`config.mk`:
```
export PLATFORM = sky130hd
export DESIGN_NAME = hsv_to_rgb_converter_core
export DESIGN_NICKNAME = d
export VERILOG_FILES = /design/src/hsvrgb_pkg.sv /design/src/hsvrgb_sector.sv /design/src/hsvrgb_level.sv /design/src/hsv_to_rgb_converter_core.sv
export SDC_FILE = /design/constraint.sdc
export NUM_CORES = 2
export LEC_CHECK = 0
export ABC_AREA = 1
export BUFFER_PORTS_ARGS = -buffer_cell sky130_fd_sc_hd__buf_4
export CORE_ASPECT_RATIO = 0.8
export CORE_MARGIN = 2
export CORE_UTILIZATION = 60
export CTS_CLUSTER_SIZE = 14
export DETAILED_ROUTE_END_ITERATION = 8
export GPL_TIMING_DRIVEN = 0
export PLACE_DENSITY = 0.86
export SYNTH_ARGS = -nofsm -noshare
export SYNTH_HDL_FRONTEND = slang
export SYNTH_HIERARCHICAL = 1
export SYNTH_SLANG_ARGS = --single-unit
```
`constraint.sdc`:
```
create_clock -name clock -period 8.8 [get_ports clock]
set_input_delay 0.88 -clock clock [delete_from_list [all_inputs] [get_ports clock]]
set_output_delay 0.88 -clock clock [all_outputs]
set_load 0.02 [all_outputs]
```
`src/hsvrgb_pkg.sv`:
```
package hsvrgb_pkg;

   localparam int HUE_WIDTH    = 9;
   localparam int PCT_WIDTH    = 7;
   localparam int LEVEL_WIDTH  = 8;
   localparam int SECTOR_WIDTH = 3;
   localparam int REM_WIDTH    = 6;
   localparam int KEEP_WIDTH   = 13;
   localparam int PROD_WIDTH   = PCT_WIDTH + KEEP_WIDTH;
   localparam int SUM_WIDTH    = 25;
   localparam int QUOT_WIDTH   = 18;
   localparam int RECIP_WIDTH  = 18;
   localparam int MULQ_WIDTH   = QUOT_WIDTH + RECIP_WIDTH;

   localparam logic [HUE_WIDTH-1:0]  HUE_FULL_TURN  = 9'd360;
   localparam logic [PCT_WIDTH-1:0]  PERCENT_MAX    = 7'd100;
   localparam logic [REM_WIDTH-1:0]  SECTOR_DEGREES = 6'd60;
   localparam logic [KEEP_WIDTH-1:0] FULL_KEEP      = 13'd6000;

   // 255/600000 reduces to 17/40000, and 40000 = 64 * 625. The quotient by 625
   // is a multiply by ceil(2^27/625) and a shift, exact for 18-bit operands.
   localparam logic [RECIP_WIDTH-1:0] RECIP_625   = 18'd214749;
   localparam int                     RECIP_SHIFT = 27;
   localparam int                     PRE_SHIFT   = 6;

   localparam logic [SECTOR_WIDTH-1:0] SECTOR_RED_YELLOW    = 3'd0;
   localparam logic [SECTOR_WIDTH-1:0] SECTOR_YELLOW_GREEN  = 3'd1;
   localparam logic [SECTOR_WIDTH-1:0] SECTOR_GREEN_CYAN    = 3'd2;
   localparam logic [SECTOR_WIDTH-1:0] SECTOR_CYAN_BLUE     = 3'd3;
   localparam logic [SECTOR_WIDTH-1:0] SECTOR_BLUE_MAGENTA  = 3'd4;
   localparam logic [SECTOR_WIDTH-1:0] SECTOR_MAGENTA_RED   = 3'd5;

   typedef struct packed {
      logic                    valid;
      logic [SECTOR_WIDTH-1:0] sector;
      logic [REM_WIDTH-1:0]    rem;
      logic [PCT_WIDTH-1:0]    sat;
      logic [PCT_WIDTH-1:0]    val;
   } sector_stage_type;

   typedef struct packed {
      logic                    valid;
      logic [SECTOR_WIDTH-1:0] sector;
   } pipe_tag_type;

endpackage

```
`src/hsvrgb_sector.sv`:
```
module hsvrgb_sector (
   input  logic                               clock,
   input  logic                               reset,
   input  logic                               accept,
   input  logic [hsvrgb_pkg::HUE_WIDTH-1:0]   hue,
   input  logic [hsvrgb_pkg::PCT_WIDTH-1:0]   saturation,
   input  logic [hsvrgb_pkg::PCT_WIDTH-1:0]   brightness,
   output hsvrgb_pkg::sector_stage_type       stage
);
   import hsvrgb_pkg::*;

   logic [HUE_WIDTH-1:0]    hue_wrap;
   logic [HUE_WIDTH-1:0]    sector_base;
   logic [HUE_WIDTH-1:0]    rem_full;
   sector_stage_type        stage_in;
   sector_stage_type        stage_ff;

   always_comb begin
      hue_wrap = (hue >= HUE_FULL_TURN) ? (hue - HUE_FULL_TURN) : hue;
      if (hue_wrap >= 9'd300) begin
         stage_in.sector = SECTOR_MAGENTA_RED;
         sector_base     = 9'd300;
      end else if (hue_wrap >= 9'd240) begin
         stage_in.sector = SECTOR_BLUE_MAGENTA;
         sector_base     = 9'd240;
      end else if (hue_wrap >= 9'd180) begin
         stage_in.sector = SECTOR_CYAN_BLUE;
         sector_base     = 9'd180;
      end else if (hue_wrap >= 9'd120) begin
         stage_in.sector = SECTOR_GREEN_CYAN;
         sector_base     = 9'd120;
      end else if (hue_wrap >= 9'd60) begin
         stage_in.sector = SECTOR_YELLOW_GREEN;
         sector_base     = 9'd60;
      end else begin
         stage_in.sector = SECTOR_RED_YELLOW;
         sector_base     = 9'd0;
      end
      rem_full       = hue_wrap - sector_base;
      stage_in.rem   = rem_full[REM_WIDTH-1:0];
      stage_in.sat   = (saturation > PERCENT_MAX) ? PERCENT_MAX : saturation;
      stage_in.val   = (brightness > PERCENT_MAX) ? PERCENT_MAX : brightness;
      stage_in.valid = accept;
   end

   always_ff @(posedge clock) begin
      if (reset) begin
         stage_ff <= '0;
      end else begin
         stage_ff <= stage_in;
      end
   end

   assign stage = stage_ff;

endmodule

```
`src/hsvrgb_level.sv`:
```
module hsvrgb_level (
   input  logic                                clock,
   input  logic [hsvrgb_pkg::PCT_WIDTH-1:0]    val,
   input  logic [hsvrgb_pkg::PCT_WIDTH-1:0]    sat,
   input  logic [hsvrgb_pkg::REM_WIDTH-1:0]    k,
   output logic [hsvrgb_pkg::LEVEL_WIDTH-1:0]  level
);
   import hsvrgb_pkg::*;

   logic [KEEP_WIDTH-1:0]  loss;
   logic [KEEP_WIDTH-1:0]  keep_in;
   logic [KEEP_WIDTH-1:0]  keep_ff;
   logic [PCT_WIDTH-1:0]   val_ff;
   logic [PROD_WIDTH-1:0]  prod_in;
   logic [PROD_WIDTH-1:0]  prod_ff;
   logic [SUM_WIDTH-1:0]   scaled;
   logic [QUOT_WIDTH-1:0]  quot_in;
   logic [QUOT_WIDTH-1:0]  quot_ff;
   logic [MULQ_WIDTH-1:0]  mulq;
   logic [LEVEL_WIDTH-1:0] level_in;
   logic [LEVEL_WIDTH-1:0] level_ff;

   // k never exceeds 60 and sat never exceeds 100, so the loss stays within 6000.
   always_comb begin
      loss     = KEEP_WIDTH'(k) * KEEP_WIDTH'(sat);
      keep_in  = FULL_KEEP - loss;
      prod_in  = PROD_WIDTH'(val_ff) * PROD_WIDTH'(keep_ff);
      scaled   = SUM_WIDTH'({prod_ff, 4'b0000}) + SUM_WIDTH'(prod_ff);
      quot_in  = scaled[PRE_SHIFT +: QUOT_WIDTH];
      mulq     = MULQ_WIDTH'(quot_ff) * MULQ_WIDTH'(RECIP_625);
      level_in = mulq[RECIP_SHIFT +: LEVEL_WIDTH];
   end

   always_ff @(posedge clock) begin
      keep_ff  <= keep_in;
      val_ff   <= val;
      prod_ff  <= prod_in;
      quot_ff  <= quot_in;
      level_ff <= level_in;
   end

   assign level = level_ff;

endmodule

```
`src/hsv_to_rgb_converter_core.sv`:
```
// HSV to RGB color converter, one color per item.
// Input: req_hue (degrees), req_saturation and req_brightness (percent) are
// taken at a rising clock edge where start is high and busy is low. Hue at
// 360 or above wraps once; saturation and brightness above 100 count as 100.
// Output: rsp_red, rsp_green and rsp_blue are shown for one cycle with
// rsp_strobe high, and are taken at the edge that ends that cycle.
// Path: an accepted item passes one sector stage, four stages of level
// arithmetic per channel (loss multiply, value multiply, scale by 17,
// reciprocal multiply by 1/625) and the output register.
// Throughput: one item per clock, sustained; busy is high only in reset.
// The receiver cannot stall, so nothing is ever held back.
// Reset clears every valid bit; items in flight are dropped and no strobe
// appears until a new item has run the full pipeline.
module hsv_to_rgb_converter_core (
   input  logic                                clock,
   input  logic                                reset,
   input  logic                                start,
   output logic                                busy,
   input  logic [hsvrgb_pkg::HUE_WIDTH-1:0]    req_hue,
   input  logic [hsvrgb_pkg::PCT_WIDTH-1:0]    req_saturation,
   input  logic [hsvrgb_pkg::PCT_WIDTH-1:0]    req_brightness,
   output logic                                rsp_strobe,
   output logic [hsvrgb_pkg::LEVEL_WIDTH-1:0]  rsp_red,
   output logic [hsvrgb_pkg::LEVEL_WIDTH-1:0]  rsp_green,
   output logic [hsvrgb_pkg::LEVEL_WIDTH-1:0]  rsp_blue
);
   import hsvrgb_pkg::*;

   localparam int LEVEL_STAGES = 4;

   sector_stage_type        s1;
   logic [REM_WIDTH-1:0]    k_rise;
   logic [LEVEL_WIDTH-1:0]  lv;
   logic [LEVEL_WIDTH-1:0]  lp;
   logic [LEVEL_WIDTH-1:0]  lq;
   logic [LEVEL_WIDTH-1:0]  lt;
   pipe_tag_type            tag_ff [LEVEL_STAGES];
   logic                    strobe_ff;
   logic [LEVEL_WIDTH-1:0]  red_in;
   logic [LEVEL_WIDTH-1:0]  green_in;
   logic [LEVEL_WIDTH-1:0]  blue_in;
   logic [LEVEL_WIDTH-1:0]  red_ff;
   logic [LEVEL_WIDTH-1:0]  green_ff;
   logic [LEVEL_WIDTH-1:0]  blue_ff;

   assign busy = reset;

   hsvrgb_sector u_sector (
      .clock      (clock),
      .reset      (reset),
      .accept     (start && !busy),
      .hue        (req_hue),
      .saturation (req_saturation),
      .brightness (req_brightness),
      .stage      (s1)
   );

   assign k_rise = SECTOR_DEGREES - s1.rem;

   hsvrgb_level u_level_v (
      .clock (clock), .val (s1.val), .sat (s1.sat), .k (REM_WIDTH'(0)), .level (lv)
   );
   hsvrgb_level u_level_p (
      .clock (clock), .val (s1.val), .sat (s1.sat), .k (SECTOR_DEGREES), .level (lp)
   );
   hsvrgb_level u_level_q (
      .clock (clock), .val (s1.val), .sat (s1.sat), .k (s1.rem), .level (lq)
   );
   hsvrgb_level u_level_t (
      .clock (clock), .val (s1.val), .sat (s1.sat), .k (k_rise), .level (lt)
   );

   // The sector tag runs alongside the level units so it meets their results.
   always_ff @(posedge clock) begin
      if (reset) begin
         for (int i = 0; i < LEVEL_STAGES; i++) begin
            tag_ff[i].valid <= 1'b0;
         end
      end else begin
         tag_ff[0].valid <= s1.valid;
         for (int i = 1; i < LEVEL_STAGES; i++) begin
            tag_ff[i].valid <= tag_ff[i-1].valid;
         end
      end
      tag_ff[0].sector <= s1.sector;
      for (int i = 1; i < LEVEL_STAGES; i++) begin
         tag_ff[i].sector <= tag_ff[i-1].sector;
      end
   end

   always_comb begin
      case (tag_ff[LEVEL_STAGES-1].sector)
         SECTOR_RED_YELLOW: begin
            red_in = lv; green_in = lt; blue_in = lp;
         end
         SECTOR_YELLOW_GREEN: begin
            red_in = lq; green_in = lv; blue_in = lp;
         end
         SECTOR_GREEN_CYAN: begin
            red_in = lp; green_in = lv; blue_in = lt;
         end
         SECTOR_CYAN_BLUE: begin
            red_in = lp; green_in = lq; blue_in = lv;
         end
         SECTOR_BLUE_MAGENTA: begin
            red_in = lt; green_in = lp; blue_in = lv;
         end
         default: begin
            red_in = lv; green_in = lp; blue_in = lq;
         end
      endcase
   end

   always_ff @(posedge clock) begin
      red_ff   <= red_in;
      green_ff <= green_in;
      blue_ff  <= blue_in;
      if (reset) begin
         strobe_ff <= 1'b0;
      end else begin
         strobe_ff <= tag_ff[LEVEL_STAGES-1].valid;
      end
   end

   assign rsp_strobe = strobe_ff;
   assign rsp_red    = red_ff;
   assign rsp_green  = green_ff;
   assign rsp_blue   = blue_ff;

   a_strobe_from_accept : assert property (@(posedge clock) disable iff (reset)
      rsp_strobe |-> $past(start && !busy, 6))
      else $error("result strobe without an accepted item six cycles earlier");

   a_sector_stage_range : assert property (@(posedge clock) disable iff (reset)
      s1.valid |-> (s1.rem < SECTOR_DEGREES) && (s1.sat <= PERCENT_MAX)
                   && (s1.val <= PERCENT_MAX) && (s1.sector <= SECTOR_MAGENTA_RED))
      else $error("sector stage holds an out of range item");

   a_gray_when_unsaturated : assert property (@(posedge clock) disable iff (reset)
      (rsp_strobe && $past(req_saturation == 7'd0, 6))
      |-> (rsp_red == rsp_green) && (rsp_green == rsp_blue))
      else $error("zero saturation item did not give a gray result");

   a_black_when_dark : assert property (@(posedge clock) disable iff (reset)
      (rsp_strobe && $past(req_brightness == 7'd0, 6))
      |-> (rsp_red == 8'd0) && (rsp_green == 8'd0) && (rsp_blue == 8'd0))
      else $error("zero brightness item did not give black");

endmodule
```
==> impl_metrics.toml <==
[logic_synthesis]
yosysUniqueCellTypes = 54
synth_xor_area_share_pct = 2.605
synth_top_family_by_area = "adder cells"
ys.flop_type = "dfxtp_1"
synthSimpleGateAreaFrac_pct = 18.36
syn_inst = 7429
synth_edf_count = 0
ys_seq_area_share_pct = 11.55
synth_fa_ha_area_share_pct = 47.93
synth_area_um2 = 57000
netlist.area_leader.share_pct = 27.95
synth_mux_area_share_pct = 0
yosys_warnings = 6
synth-compound-area-share_pct = 4.653
async_reset_ff_share_pct = 0
synth_largest_area_cell = "fa_1"
syn_avg_cell_area_um2 = 7.673
synth_seq_cells = 329
synthTopCellsByArea = "fa_1 28%, ha_1 20%, inv_1 14%, dfxtp_1 12%, nand2_1 11%"

[setup_path]
endpoint_kind = "register"
cp_top_family = "adder cells"
critical_path_required_ns = 9.27
start_kind = "register"
slowest_delay_ns = 0.55
slowest_stage = "fa_1"
cp_common_cell = "fa_1"
crit_path_max_fanout = 5
path_cells = "ha_1 -> fa_1 -> inv_1 -> fa_1 -> fa_1 -> inv_1 -> fa_1 -> inv_1 -> fa_1 -> inv_1 -> ha_1 -> nand2_1 -> nor3_2 -> nand3_1 -> nor2_1 -> nand2_1 -> nand3_1 -> nand2_1 -> nand2_1"
path_class = "register to register"
path_buf_inv = 4
crit_arrival_ns = 5.76

[timing]
tightestPinTransition_ns = 1.216
rsz0062_at_grt = "false"
finalCritPeriodShare_pct = 60.20
fin_setup_tns_ns = 0
fmax_mhz = 188.8
relSlewSlack_pct = 18.79
setup_viol_count_final = 0
finalClockSkew_ns = 0.02141
final_max_slew_viol_count = 0
finalHoldViolCount = 0
finalCriticalPeriod_ns = 5.298

[cells_and_area]
diodes = 0
drive_gt1_share_pct = 3.448
fin_nets = 9334
area_delta_synth_final_pct = 6.322

[cts]
cts_buffers = 39
cts_tree = "yes"
postCtsHoldBufs = 0
cts_buffer_depth = 3
htreeDepth = 2
cts-resized-gates = 0
clk_latency_ns = 0.58
post_cts_buffers = 0
cts_root_buf = "clkbuf_16"
cts.sinks = 329
clk_pin_slew_ns = 0.06

[placed_design]
routabilityCongestion = 0.9642
place_hpwl_um = 114800
numPortBuffers = 50

[route]
first_pass_iters = 8
ant_nets = 0
drtIter0Drc = 3371
wl_per_cell_um = 14.98
vias_per_cell = 5.146
wl_um = 132800
drc = 0
num_vias = 45610

[grt]
grt_start_max_net_pins = 25
antenna_found_initial = 5
grt_pass1_wl_um = 224400
first_global_vias = 46760
track_usage_pct = 27.99
grt-ovfl-total = 0

[die]
die_area_um2 = 97500
num_rows = 101
die_h_um = 279.7
ioPinCount = 52
die-width_um = 348.6
core_um2 = 94530
start_util_pct = 60.30

[run_status]
status = "completed"

[min_path]
hp-class = "register to register"

[flow_run]
maxCapViolCount = 0
## through the flow
stage	util [%]	std cells	hold WS [ns]	cell area (um2)	setup slack, ns
final	64.12	8864	0.3159	60610	3.502
after global routing	64.12	8864	0.3277	60610	3.236
after CTS	64.12	8864	0.3211	60610	3.517
after detailed placement	62.66	8797	0.3128	59230	3.532
after global placement	62.66	8797	0.3134	59230	3.588
after floorplan	-	7511	0.3096	57310	4.195
## cells in the mapped netlist (8+ instances only)
| master | number |
|---|---|
| fa_1 | 796 |
| clkbuf_1 | 31 |
| nor2_2 | 15 |
| nand3_1 | 264 |
| nand4_1 | 43 |
| o21ai_0 | 79 |
| nand2_2 | 39 |
| nand3_2 | 19 |
| o21bai_1 | 28 |
| inv_1 | 2199 |
| nor2_1 | 407 |
| ha_1 | 910 |
| a21oi_1 | 267 |
| nor2_4 | 8 |
| nand3b_1 | 9 |
| xnor2_1 | 39 |
| inv_2 | 12 |
| dfxtp_1 | 329 |
| nand2_1 | 1638 |
| xor2_1 | 125 |
| a21o_1 | 35 |
| nor3_1 | 35 |
## final timing paths
path / slack, ns / startpoint / cells after the start / end
worst min-delay path: 0.32 / tag_ff[2][1] / 0 / tag_ff[3][1]
worst max register to register: 3.50 / u_level_p/quot_ff[6] / 19 / u_level_p/level[3]
worst max-delay path: 3.50 / u_level_p/quot_ff[6] / 19 / u_level_p/level[3]
worst min register to register: 0.32 / tag_ff[2][1] / 0 / tag_ff[3][1]
## cell families after synthesis
group | Yosys count
other | 2
adders and majority gates | 1706
buffers and inverters | 2249
AOI/OAI and AO/OA | 463
DFF | 329
xor gates and xnor gates | 167
and+or+nand+nor | 2513
## flip-flops by register name, summed over array words and instances (netlist names), 16 cells and up
register           count
tag_ff                16
u_level_p/quot_ff     18
u_level_q/quot_ff     18
u_sector/stage        24
u_level_p/prod_ff     20
u_level_t/quot_ff     18
u_level_v/prod_ff     20
u_level_t/prod_ff     20
u_level_v/quot_ff     18
u_level_q/prod_ff     20
## final cells by class
| class | instances | area [um2] |
|---|---|---|
| Multi-Input combinational cell | 4933 | 42240 |
| Fill cell | 7798 | 33920 |
| Inverter | 2211 | 8299 |
| Sequential cell | 329 | 6586 |
| Tap cell | 1236 | 1546 |
| Clock buffer | 53 | 1151 |
| Timing Repair Buffer | 50 | 375.4 |
| Clock inverter | 14 | 222.7 |
| Buffer | 38 | 183.9 |
## placed cells by master, fill, tap and decap left out, types with 35 or more instances in the layout
cell type	instances
conb_1	84
xnor2_1	39
nand2_1	1638
nand3_1	264
a21o_1	35
dfxtp_1	329
o21ai_0	79
nor3_1	35
nand4_1	43
buf_4	53
nor2_1	407
ha_1	910
clkbuf_1	35
clkbuf_16	41
fa_1	796
nand2_2	39
a21oi_1	267
inv_1	2199
xor2_1	125
## metal layers
| metal | vias to the layer above | routed length, um | track usage (%) |
|---|---|---|---|
| met1 | 21500 | 60930 | 39.63 |
| li1 | 22320 | - | - |
| met5 | - | 27 | 0 |
| met4 | 4 | 2814 | 6.355 |
| met2 | 1565 | 58660 | 44.93 |
| met3 | 231 | 10360 | 4.841 |
Power is not shown: default switching activity piles up to over one toggle a cycle in this logic, so the estimate is an artifact.
